[src/rtl/cts_pkg.sv]
// cts_pkg: shared constants, record types and character helpers for the
// C-style token scanner. Used by cts_scan, cts_rsp_queue and the top level.
// No dependencies.
package cts_pkg;

   localparam int POSITION_BITS = 32;
   localparam int LENGTH_BITS   = 16;
   localparam int WORD_BITS     = 48;   // last six characters of a word

   typedef logic [POSITION_BITS-1:0] pos_type;
   typedef logic [LENGTH_BITS-1:0]   len_type;
   typedef logic [WORD_BITS-1:0]     word_type;

   // token kinds
   localparam logic [3:0] KIND_NUM     = 4'd0;
   localparam logic [3:0] KIND_KEYWORD = 4'd1;
   localparam logic [3:0] KIND_IDENT   = 4'd2;
   localparam logic [3:0] KIND_INCDEC  = 4'd3;
   localparam logic [3:0] KIND_BINOP   = 4'd4;
   localparam logic [3:0] KIND_DELIM   = 4'd5;
   localparam logic [3:0] KIND_SEMI    = 4'd6;
   localparam logic [3:0] KIND_ERROR   = 4'd7;
   localparam logic [3:0] KIND_END     = 4'd8;

   // keyword codes
   localparam logic [2:0] KW_NONE   = 3'd0;
   localparam logic [2:0] KW_RETURN = 3'd1;
   localparam logic [2:0] KW_WHILE  = 3'd2;
   localparam logic [2:0] KW_IF     = 3'd3;
   localparam logic [2:0] KW_ELSE   = 3'd4;
   localparam logic [2:0] KW_FOR    = 3'd5;
   localparam logic [2:0] KW_DO     = 3'd6;

   // keyword text, packed right-aligned, first character highest
   localparam word_type TXT_RETURN = 48'h72_65_74_75_72_6E;
   localparam word_type TXT_WHILE  = 48'h00_77_68_69_6C_65;
   localparam word_type TXT_IF     = 48'h00_00_00_00_69_66;
   localparam word_type TXT_ELSE   = 48'h00_00_65_6C_73_65;
   localparam word_type TXT_FOR    = 48'h00_00_00_66_6F_72;
   localparam word_type TXT_DO     = 48'h00_00_00_00_64_6F;

   // characters
   localparam logic [7:0] CH_SPACE = 8'h20;
   localparam logic [7:0] CH_TAB   = 8'h09;
   localparam logic [7:0] CH_LF    = 8'h0A;
   localparam logic [7:0] CH_CR    = 8'h0D;
   localparam logic [7:0] CH_PLUS  = 8'h2B;
   localparam logic [7:0] CH_MINUS = 8'h2D;
   localparam logic [7:0] CH_STAR  = 8'h2A;
   localparam logic [7:0] CH_SLASH = 8'h2F;
   localparam logic [7:0] CH_EQ    = 8'h3D;
   localparam logic [7:0] CH_LPAR  = 8'h28;
   localparam logic [7:0] CH_RPAR  = 8'h29;
   localparam logic [7:0] CH_LBRC  = 8'h7B;
   localparam logic [7:0] CH_RBRC  = 8'h7D;
   localparam logic [7:0] CH_SEMI  = 8'h3B;
   localparam logic [7:0] CH_DOT   = 8'h2E;
   localparam logic [7:0] CH_UNDER = 8'h5F;
   localparam logic [7:0] CH_0     = 8'h30;
   localparam logic [7:0] CH_9     = 8'h39;
   localparam logic [7:0] CH_LA    = 8'h61;
   localparam logic [7:0] CH_LZ    = 8'h7A;
   localparam logic [7:0] CH_UA    = 8'h41;
   localparam logic [7:0] CH_UZ    = 8'h5A;

   typedef struct packed {
      logic [3:0]  kind;
      logic [2:0]  keyword;
      logic [31:0] start_offset;
      logic [15:0] length;
      logic        last;
   } rsp_type;

   // all results of one item, in order
   typedef struct packed {
      logic [1:0] cnt;
      rsp_type    r0;
      rsp_type    r1;
   } scan_out_type;

   function automatic logic is_digit(input logic [7:0] c);
      return (c >= CH_0) && (c <= CH_9);
   endfunction

   function automatic logic is_alpha(input logic [7:0] c);
      return ((c >= CH_LA) && (c <= CH_LZ)) || ((c >= CH_UA) && (c <= CH_UZ));
   endfunction

   // space, and tab through carriage return
   function automatic logic is_space(input logic [7:0] c);
      return (c == CH_SPACE) || ((c >= CH_TAB) && (c <= CH_CR));
   endfunction

   function automatic logic [2:0] keyword_code(input word_type w, input len_type n);
      logic [2:0] code;
      code = KW_NONE;
      if ((n == len_type'(6)) && (w == TXT_RETURN)) code = KW_RETURN;
      if ((n == len_type'(5)) && (w == TXT_WHILE))  code = KW_WHILE;
      if ((n == len_type'(2)) && (w == TXT_IF))     code = KW_IF;
      if ((n == len_type'(4)) && (w == TXT_ELSE))   code = KW_ELSE;
      if ((n == len_type'(3)) && (w == TXT_FOR))    code = KW_FOR;
      if ((n == len_type'(2)) && (w == TXT_DO))     code = KW_DO;
      return code;
   endfunction

   function automatic rsp_type make_rec(input logic [3:0] kind, input logic [2:0] kw,
                                        input pos_type start, input len_type n);
      rsp_type r;
      r.kind         = kind;
      r.keyword      = kw;
      r.start_offset = 32'(start);
      r.length       = 16'(n);
      r.last         = 1'b0;
      return r;
   endfunction

endpackage

[src/rtl/cts_scan.sv]
// cts_scan: scanner state registers and the per-beat next-state / token logic.
// Produces up to two token records per beat. Depends on cts_pkg.
module cts_scan (
   input  logic                   clock,
   input  logic                   reset,
   input  logic                   item_vld,
   input  logic [7:0]             item_ch,
   input  logic                   item_end,
   output cts_pkg::scan_out_type  res
);

   localparam logic [2:0] MODE_IDLE  = 3'd0;
   localparam logic [2:0] MODE_INT   = 3'd1;
   localparam logic [2:0] MODE_FRAC  = 3'd2;
   localparam logic [2:0] MODE_WORD  = 3'd3;
   localparam logic [2:0] MODE_PEND  = 3'd4;
   localparam logic [2:0] MODE_LINE  = 3'd5;
   localparam logic [2:0] MODE_BLOCK = 3'd6;
   localparam logic [2:0] MODE_BSTAR = 3'd7;

   logic [2:0]        mode_ff,  mode_in;
   logic [7:0]        pend_ff,  pend_in;
   cts_pkg::word_type word_ff,  word_in;
   cts_pkg::pos_type  start_ff, start_in;
   cts_pkg::len_type  tlen_ff,  tlen_in;
   cts_pkg::pos_type  pos_ff,   pos_in;
   logic              fin_ff,   fin_in;

   logic              do_flush, do_idle;
   logic              a_vld, b_vld;
   cts_pkg::rsp_type  a_rec, b_rec;
   logic [2:0]        kw;

   always_comb begin
      mode_in  = mode_ff;
      pend_in  = pend_ff;
      word_in  = word_ff;
      start_in = start_ff;
      tlen_in  = tlen_ff;
      pos_in   = pos_ff;
      fin_in   = fin_ff;
      do_flush = 1'b0;
      do_idle  = 1'b0;
      a_vld    = 1'b0;
      a_rec    = '0;
      b_vld    = 1'b0;
      b_rec    = '0;
      kw       = cts_pkg::keyword_code(word_ff, tlen_ff);

      if (item_end) begin
         do_flush = !fin_ff;
         fin_in   = 1'b1;
         b_vld    = 1'b1;
         b_rec    = cts_pkg::make_rec(cts_pkg::KIND_END, cts_pkg::KW_NONE, pos_ff, '0);
      end else if (!fin_ff) begin
         pos_in = cts_pkg::pos_type'(pos_ff + 1'b1);
         case (mode_ff)
            MODE_INT, MODE_FRAC: begin
               if (cts_pkg::is_digit(item_ch) ||
                   ((item_ch == cts_pkg::CH_DOT) && (mode_ff == MODE_INT))) begin
                  if (tlen_ff != '1) tlen_in = cts_pkg::len_type'(tlen_ff + 1'b1);
                  if (!cts_pkg::is_digit(item_ch)) mode_in = MODE_FRAC;
               end else begin
                  do_flush = 1'b1;
                  do_idle  = 1'b1;
               end
            end
            MODE_WORD: begin
               if (cts_pkg::is_alpha(item_ch) || cts_pkg::is_digit(item_ch) ||
                   (item_ch == cts_pkg::CH_UNDER)) begin
                  if (tlen_ff != '1) tlen_in = cts_pkg::len_type'(tlen_ff + 1'b1);
                  word_in = {word_ff[cts_pkg::WORD_BITS-9:0], item_ch};
               end else begin
                  do_flush = 1'b1;
                  do_idle  = 1'b1;
               end
            end
            MODE_PEND: begin
               if ((pend_ff == item_ch) &&
                   ((item_ch == cts_pkg::CH_PLUS) || (item_ch == cts_pkg::CH_MINUS))) begin
                  a_vld   = 1'b1;
                  a_rec   = cts_pkg::make_rec(cts_pkg::KIND_INCDEC, cts_pkg::KW_NONE,
                                              start_ff, cts_pkg::len_type'(2));
                  mode_in = MODE_IDLE;
                  pend_in = '0;
               end else if (item_ch == cts_pkg::CH_EQ) begin
                  a_vld   = 1'b1;
                  a_rec   = cts_pkg::make_rec(cts_pkg::KIND_BINOP, cts_pkg::KW_NONE,
                                              start_ff, cts_pkg::len_type'(2));
                  mode_in = MODE_IDLE;
                  pend_in = '0;
               end else if ((pend_ff == cts_pkg::CH_SLASH) &&
                            (item_ch == cts_pkg::CH_SLASH)) begin
                  mode_in = MODE_LINE;
                  pend_in = '0;
               end else if ((pend_ff == cts_pkg::CH_SLASH) &&
                            (item_ch == cts_pkg::CH_STAR)) begin
                  mode_in = MODE_BLOCK;
                  pend_in = '0;
               end else begin
                  do_flush = 1'b1;
                  do_idle  = 1'b1;
               end
            end
            MODE_LINE: begin
               if ((item_ch == cts_pkg::CH_LF) || (item_ch == cts_pkg::CH_CR)) begin
                  mode_in = MODE_IDLE;
                  pend_in = '0;
               end
            end
            MODE_BLOCK: begin
               if (item_ch == cts_pkg::CH_STAR) mode_in = MODE_BSTAR;
            end
            MODE_BSTAR: begin
               if (item_ch == cts_pkg::CH_SLASH) begin
                  mode_in = MODE_IDLE;
                  pend_in = '0;
               end else if (item_ch != cts_pkg::CH_STAR) begin
                  mode_in = MODE_BLOCK;
               end
            end
            default: begin
               // idle
               mode_in = MODE_IDLE;
               pend_in = '0;
               do_idle = 1'b1;
            end
         endcase
      end

      // emit the token in progress
      if (do_flush) begin
         case (mode_ff)
            MODE_INT, MODE_FRAC: begin
               a_vld = 1'b1;
               a_rec = cts_pkg::make_rec(cts_pkg::KIND_NUM, cts_pkg::KW_NONE,
                                         start_ff, tlen_ff);
            end
            MODE_WORD: begin
               a_vld = 1'b1;
               a_rec = cts_pkg::make_rec((kw != cts_pkg::KW_NONE) ? cts_pkg::KIND_KEYWORD
                                                                 : cts_pkg::KIND_IDENT,
                                         kw, start_ff, tlen_ff);
            end
            MODE_PEND: begin
               a_vld = 1'b1;
               a_rec = cts_pkg::make_rec(cts_pkg::KIND_BINOP, cts_pkg::KW_NONE,
                                         start_ff, cts_pkg::len_type'(1));
            end
            default: begin
               a_vld = 1'b0;
            end
         endcase
         mode_in = MODE_IDLE;
         pend_in = '0;
      end

      if (item_end) begin
         mode_in = MODE_IDLE;
         pend_in = '0;
      end

      // scan the character from idle
      if (do_idle && !cts_pkg::is_space(item_ch)) begin
         start_in = pos_ff;
         tlen_in  = cts_pkg::len_type'(1);
         if (cts_pkg::is_digit(item_ch)) begin
            mode_in = MODE_INT;
         end else if (cts_pkg::is_alpha(item_ch)) begin
            mode_in = MODE_WORD;
            word_in = cts_pkg::word_type'(item_ch);
         end else if ((item_ch == cts_pkg::CH_PLUS) || (item_ch == cts_pkg::CH_MINUS) ||
                      (item_ch == cts_pkg::CH_STAR) || (item_ch == cts_pkg::CH_SLASH)) begin
            mode_in = MODE_PEND;
            pend_in = item_ch;
         end else begin
            b_vld = 1'b1;
            if (item_ch == cts_pkg::CH_EQ) begin
               b_rec = cts_pkg::make_rec(cts_pkg::KIND_BINOP, cts_pkg::KW_NONE,
                                         pos_ff, cts_pkg::len_type'(1));
            end else if ((item_ch == cts_pkg::CH_LPAR) || (item_ch == cts_pkg::CH_RPAR) ||
                         (item_ch == cts_pkg::CH_LBRC) || (item_ch == cts_pkg::CH_RBRC)) begin
               b_rec = cts_pkg::make_rec(cts_pkg::KIND_DELIM, cts_pkg::KW_NONE,
                                         pos_ff, cts_pkg::len_type'(1));
            end else if (item_ch == cts_pkg::CH_SEMI) begin
               b_rec = cts_pkg::make_rec(cts_pkg::KIND_SEMI, cts_pkg::KW_NONE,
                                         pos_ff, cts_pkg::len_type'(1));
            end else begin
               b_rec = cts_pkg::make_rec(cts_pkg::KIND_ERROR, cts_pkg::KW_NONE,
                                         pos_ff, cts_pkg::len_type'(1));
            end
         end
      end

      // pack results in order, mark the final one
      res.cnt     = {1'b0, a_vld} + {1'b0, b_vld};
      res.r0      = a_vld ? a_rec : b_rec;
      res.r0.last = !(a_vld && b_vld);
      res.r1      = b_rec;
      res.r1.last = 1'b1;
   end

   always_ff @(posedge clock) begin
      if (reset) begin
         mode_ff  <= MODE_IDLE;
         pend_ff  <= '0;
         word_ff  <= '0;
         start_ff <= '0;
         tlen_ff  <= '0;
         pos_ff   <= '0;
         fin_ff   <= 1'b0;
      end else if (item_vld) begin
         mode_ff  <= mode_in;
         pend_ff  <= pend_in;
         word_ff  <= word_in;
         start_ff <= start_in;
         tlen_ff  <= tlen_in;
         pos_ff   <= pos_in;
         fin_ff   <= fin_in;
      end
   end

endmodule

[src/rtl/cts_rsp_queue.sv]
// cts_rsp_queue: two-entry result buffer between the scanner and the rsp port.
// Loads a whole beat's results at once, drains one per beat. Depends on cts_pkg.
module cts_rsp_queue (
   input  logic                  clock,
   input  logic                  reset,
   input  logic                  push,
   input  cts_pkg::scan_out_type din,
   input  logic                  out_stall,
   output logic                  out_valid,
   output cts_pkg::rsp_type      dout,
   output logic                  room
);

   logic [1:0]       cnt_ff, cnt_in;
   cts_pkg::rsp_type slot0_ff, slot0_in;
   cts_pkg::rsp_type slot1_ff, slot1_in;
   logic             pop;

   assign out_valid = (cnt_ff != 2'd0);
   assign dout      = slot0_ff;
   assign pop       = out_valid && !out_stall;
   // room for two results once this cycle's pop is counted
   assign room      = (cnt_ff == 2'd0) || ((cnt_ff == 2'd1) && pop);

   always_comb begin
      cnt_in   = cnt_ff;
      slot0_in = slot0_ff;
      slot1_in = slot1_ff;
      if (push) begin
         cnt_in   = din.cnt;
         slot0_in = din.r0;
         slot1_in = din.r1;
      end else if (pop) begin
         cnt_in   = cnt_ff - 2'd1;
         slot0_in = slot1_ff;
      end
   end

   always_ff @(posedge clock) begin
      if (reset) begin
         cnt_ff <= '0;
      end else begin
         cnt_ff <= cnt_in;
      end
   end

   always_ff @(posedge clock) begin
      slot0_ff <= slot0_in;
      slot1_ff <= slot1_in;
   end

endmodule

[src/rtl/c_style_token_scanner.sv]
// c_style_token_scanner: top level of the C-style token scanner.
// Input register, cts_scan and cts_rsp_queue. Depends on cts_pkg.
//
//   channel | ports                                   | beat carries
//   --------+-----------------------------------------+------------------------------
//   req     | req_valid, req_stall, req_ch,           | one character or end mark
//           | req_end_mark                            |
//   rsp     | rsp_valid, rsp_stall, rsp_kind,         | one token record; rsp_last
//           | rsp_keyword, rsp_start_offset,          | flags the final record of a
//           | rsp_length, rsp_last                    | req beat
//
// Cycles: one req beat per cycle sustained while rsp_stall is low and no beat yields
//   two records. A req beat lands in the input register, is scanned once the
//   result queue has room and its records are registered in that queue, which
//   drives rsp. After a two-record beat the next beat waits until the queue drains.
// Reset: synchronous, clears scanner state and both valids; no clearing pass.
// Stalls: rsp_stall feeds straight through to req_stall when the input
//   register is occupied and the result queue lacks room for two records.
module c_style_token_scanner (
   input  logic        clock,
   input  logic        reset,
   // request channel
   input  logic        req_valid,
   output logic        req_stall,
   input  logic [7:0]  req_ch,
   input  logic        req_end_mark,
   // response channel
   output logic        rsp_valid,
   input  logic        rsp_stall,
   output logic [3:0]  rsp_kind,
   output logic [2:0]  rsp_keyword,
   output logic [31:0] rsp_start_offset,
   output logic [15:0] rsp_length,
   output logic        rsp_last
);

   // input register
   logic       in_vld_ff, in_vld_in;
   logic [7:0] in_ch_ff;
   logic       in_end_ff;

   logic                  accept;   // req beat taken
   logic                  adv;      // input register moves into the scanner
   logic                  room;
   cts_pkg::scan_out_type scan_res;
   cts_pkg::rsp_type      front;

   // scanner advances only if the queue can take two records this cycle
   assign adv       = in_vld_ff && room;
   assign req_stall = in_vld_ff && !room;
   assign accept    = req_valid && !req_stall;
   assign in_vld_in = accept || (in_vld_ff && !adv);

   always_ff @(posedge clock) begin
      if (reset) begin
         in_vld_ff <= 1'b0;
      end else begin
         in_vld_ff <= in_vld_in;
      end
   end

   always_ff @(posedge clock) begin
      if (accept) begin
         in_ch_ff  <= req_ch;
         in_end_ff <= req_end_mark;
      end
   end

   cts_scan u_scan (
      .clock    (clock),
      .reset    (reset),
      .item_vld (adv),
      .item_ch  (in_ch_ff),
      .item_end (in_end_ff),
      .res      (scan_res)
   );

   cts_rsp_queue u_queue (
      .clock     (clock),
      .reset     (reset),
      .push      (adv),
      .din       (scan_res),
      .out_stall (rsp_stall),
      .out_valid (rsp_valid),
      .dout      (front),
      .room      (room)
   );

   assign rsp_kind         = front.kind;
   assign rsp_keyword      = front.keyword;
   assign rsp_start_offset = front.start_offset;
   assign rsp_length       = front.length;
   assign rsp_last         = front.last;

   // stall back to the source only with a beat held
   a_stall_needs_item: assert property (@(posedge clock) disable iff (reset)
      req_stall |-> in_vld_ff)
      else $error("req_stall raised with empty input register");

   // an end mark always yields at least the end record
   a_end_gives_rsp: assert property (@(posedge clock) disable iff (reset)
      (adv && in_end_ff) |=> rsp_valid)
      else $error("end mark scanned but no record queued");

   // the partner of a non-final record is already queued behind it
   a_pair_kept: assert property (@(posedge clock) disable iff (reset)
      (rsp_valid && !rsp_stall && !rsp_last) |=> rsp_valid)
      else $error("second record of a beat missing");

endmodule

[config.mk]
export PLATFORM = sky130hd
export DESIGN_NAME = c_style_token_scanner
export DESIGN_NICKNAME = d
export VERILOG_FILES = /design/src/rtl/cts_pkg.sv /design/src/rtl/cts_scan.sv /design/src/rtl/cts_rsp_queue.sv /design/src/rtl/c_style_token_scanner.sv
export SDC_FILE = /design/constraint.sdc
export NUM_CORES = 1
export LEC_CHECK = 0
export BUFFER_PORTS_ARGS = -buffer_cell sky130_fd_sc_hd__buf_2
export CELL_PAD_IN_SITES_DETAIL_PLACEMENT = 0
export CELL_PAD_IN_SITES_GLOBAL_PLACEMENT = 1
export CORE_ASPECT_RATIO = 0.75
export CORE_MARGIN = 4
export CORE_UTILIZATION = 49
export DETAILED_ROUTE_END_ITERATION = 8
export PLACE_DENSITY_LB_ADDON = 0.1
export SLEW_MARGIN = 20
export SYNTH_ARGS = -nofsm -noshare
export SYNTH_HDL_FRONTEND = slang
export SYNTH_HIERARCHICAL = 1
export SYNTH_SLANG_ARGS = --single-unit
[constraint.sdc]
create_clock -name clock -period 7.1 [get_ports clock]
set_input_delay 1.42 -clock clock [delete_from_list [all_inputs] [get_ports clock]]
set_output_delay 1.42 -clock clock [all_outputs]
set_load 0.02 [all_outputs]
==> Flow_metrics.wiki <==
{| class="wikitable"
! Metric !! Value
|-
| Yosys Warn Count || 6
|-
| Non-Filler Instances || approximately 1,600
|-
| Number of buffers inserted by post-CTS setup repair || 0
|-
| Async SR Flop Fraction || 0%
|-
| CTS buffer count || 28
|-
| Fin nets || 1,243
|-
| H-tree depth || 1
|-
| Power per cell area || just under 300 nW/um^2
|-
| Utilization after layout || between 50% and 60%
|-
| Final worst-path cycle share || just under 60%
|-
| ANT cells || 0
|-
| Portion of the post-synthesis area used by sequential elements || 52.2%
|-
| Number of rows in the core area || 50
|-
| Tot GR Track Use || 19.8%
|-
| Total negative setup slack || 0 ps
|-
| EDFF count, synth || 121
|-
| Synthesized flop and latch total || between 200 and 300
|-
| Total of buffers placed on input and output ports || 70
|-
| CTS tree || yes
|-
| Wire per inst || 17.6 um
|-
| Sequential cell area || roughly 6500 sq um
|-
| Final Hold Vio Count || 0
|-
| Gp weighted congestion || between 0.9 and 1
|-
| Unrepaired setup endpoints after global routing || false
|-
| Max clock buf depth || 3
|-
| Critical path fanouts, max || 36
|-
| Die Span X || approximately 190 um
|-
| First-pass detailed-route iteration total || 5
|-
| Multi-input gate area || ~5300 sq um
|-
| Vias per Instance || between 5 and 6
|-
| Count of different cell masters after synthesis || a little over 80
|-
| Total wire length after detailed routing || 27.9 mm
|-
| Final antenna-violating net count || 0
|-
| Post-synthesis to final-layout area growth || 10.2%
|-
| Total via count after detailed routing || 8,813
|-
| Share of final-layout standard cells stronger than drive strength 1 || ~18%
|-
| Highest Clock Rate || between 200 and 250 MHz
|-
| Max-Cap Viols || 0
|-
| Clock slew seen by the registers of the worst setup and hold paths || roughly 60 ps
|-
| Core ar. || 25,000 sq um
|-
| CP required || ~7500 ps
|-
| Clock sink count || ~260
|-
| Total overflow reported by the global router || 0
|-
| Max VDD drop || slightly below 0.2 mV
|-
| Boundary pin count || 71
|-
| Initial Utilization || about 50%
|-
| Max-slew violation count || 0
|-
| Hold/Removal Path Class || reg2reg
|-
| Y dimension of the die || roughly 150 um
|-
| Worst clock skew || about 12 ps
|-
| Number of instances in the placed design || approximately 1,500
|-
| DRC marker count from the first detailed-route iteration || 621
|-
| Global-route wire length before repair || ~46 mm
|-
| Time the worst path needs with I/O delays and setup || 4090 ps
|-
| Number of antenna violations at the first check in global routing || 0
|-
| Post-synthesis cell type with the largest combined area || edfxtp_1
|-
| Arrival time of the worst setup path || around 4500 ps
|-
| Source-to-sink clock delay at the later pin of the worst-skew pair || 530 ps
|-
| LEAKAGE || between 4 and 5 nW
|-
| FILL cells || roughly 2,300
|-
| DP Wirelength || between 15 and 20 mm
|-
| Pin count of the biggest net entering global routing || 67
|-
| Setup violation total in the final timing report || 0
|-
| Outcome || complete, no violations
|-
| Instance count of the mapped netlist || 1,191
|-
| PostCTS Resize Cnt || 0
|-
| Cell area after synthesis || 12,400 sq um
|-
| Type of the worst setup path || in2reg
|-
| Worst slew pin tran || between 1000 and 1500 ps
|-
| Top area cells in the synthesized netlist || edfxtp_1 29%, dfxtp_1 23%, mux2_2 5.3%
|-
| Die Outline Area || about 28,000 sq um
|-
| Post-cts hold buffer count || 0
|-
| Post-synthesis area per instance || roughly 10 sq um
|-
| Nature of the critical path startpoint || input pin
|-
| Share of Yosys cell area claimed by the top area cell type || between 20% and 30%
|-
| Worst relative slew slack || 27.8%
|-
| Drt drc || 0
|-
| Vias in the first global route || about 8,400
|-
| Element type at the critical path end || flip-flop
|-
| Clk Tree Root Cell || clkbuf_16
|-
| Most used flip-flop cell after synthesis || dfxtp_1
|}
-- stage by stage --
step	hold slack [ps]	area [sq um]	total power [mW]	setup slack, ps
6_report	451	13700	3.98	3010
5_1_grt	470	13700	4.18	2830
4_1_cts	450	13700	4.04	3080
3_5_place_dp	444	12800	2.62	2520
3_3_place_gp	440	12800	2.61	2700
2_1_floorplan	432	12500	2.44	1720
-- power breakdown --
part	switching (mW)	internal, mW	total [mW]
Combinational	0.515	0.214	0.729
Clock	0.578	0.826	1.40
Sequential	0.0673	1.78	1.85
-- cell usage after synthesis (7+ instances only) --
cell type,n
a22o_1,43
nand2_1,150
dfxtp_1,143
buf_4,27
nor4_1,20
clkbuf_1,30
xor2_1,9
o31ai_2,26
mux2i_1,19
and4_1,10
nor2_1,90
or3_1,19
nand4_1,20
inv_1,49
a21oi_1,61
nor3_1,25
edfxtp_1,121
nor2b_1,7
o21ai_0,22
or4_1,8
nand3_1,33
buf_6,10
ha_1,8
buf_2,24
xnor2_1,28
and2_1,26
mux2_2,58
-- final timing paths --
kind | startpoint | to | slack (ps) | cells past startpoint
max | rsp_stall | u_scan/pos_ff[31] | 3010 | 11
min | u_scan/pos_ff[30] | u_scan/start_ff[30] | 450 | 2
max reg2reg | in_ch_ff[6] | u_scan/word_ff[16] | 3190 | 9
min reg2reg | u_scan/pos_ff[30] | u_scan/start_ff[30] | 450 | 2
-- cells by family after synthesis --
| kind of cell | Yosys count | share of synthesized area [%] |
|---|---|---|
| AOI/OAI and AO/OA | 207 | 12.8 |
| muxes | 77 | 6.78 |
| buffers and inverters | 145 | 6.05 |
| other | 2 | 0.0604 |
| and+or+nand+nor | 451 | 18.6 |
| DFF | 264 | 52.2 |
| xor gates and xnor gates | 37 | 2.61 |
| adders and majority gates | 8 | 0.805 |
-- state kept, by name, indices dropped and copies added, names as in the netlist --
signal	cells
in_ch_ff	8
u_scan/pend_ff	8
u_scan/word_ff	48
u_queue/cnt_ff	2
u_queue/slot1_ff	56
u_scan/tlen_ff	16
u_scan/mode_ff	3
u_scan/start_ff	32
in_end_ff	1
u_queue/dout	56
u_scan/fin_ff	1
u_scan/pos_ff	32
in_vld_ff	1
-- layout make-up --
class	instances	share of cell area, %
multi-input cells	799	38.5
clock buffers	41	6.22
well taps	338	3.09
inverters	50	1.37
repair buffers	79	3.05
clock inverters	11	0.365
flip-flops and latches	264	47.4
-- worst max-delay path, stage by stage --
cell and delay, ps:
buf_2 130, inv_1 70, a21o_1 170, and2_4 450, and4bb_2 340, nand4_1 180
nor4_1 850, nand3_1 310, nor4_1 340, xnor2_1 160, nor2_1 60
-- cell usage in the layout (no fill, tap or decap), types with 6 or more instances in the layout --
cell type,instances
mux2_2,58
xnor2_1,28
edfxtp_1,121
dfxtp_1,143
and4_1,10
nor4_1,20
or4_1,8
nand4_1,20
conb_1,19
buf_2,70
a22o_1,43
o21ai_1,6
o31ai_2,26
a21oi_1,61
or3_1,19
nor2_1,89
o21ai_0,22
inv_1,49
mux2i_1,19
nor3_1,25
clkbuf_8,6
nand3_1,33
and2_1,25
clkinv_2,7
xor2_1,9
nor2b_1,7
nand2_1,150
buf_4,9
clkbuf_16,30
ha_1,8
-- metal layers --
layer  GRT usage, %  part of all wire (%)  up-vias
li1               -                     -     4306
met1           32.8                    53     4272
met2           27.4                    41      207
met3           2.95                   5.6       28
met4           3.37                   1.3        0
met5              0                     0        -
No activity file was read; power rests on OpenSTA's default activity.
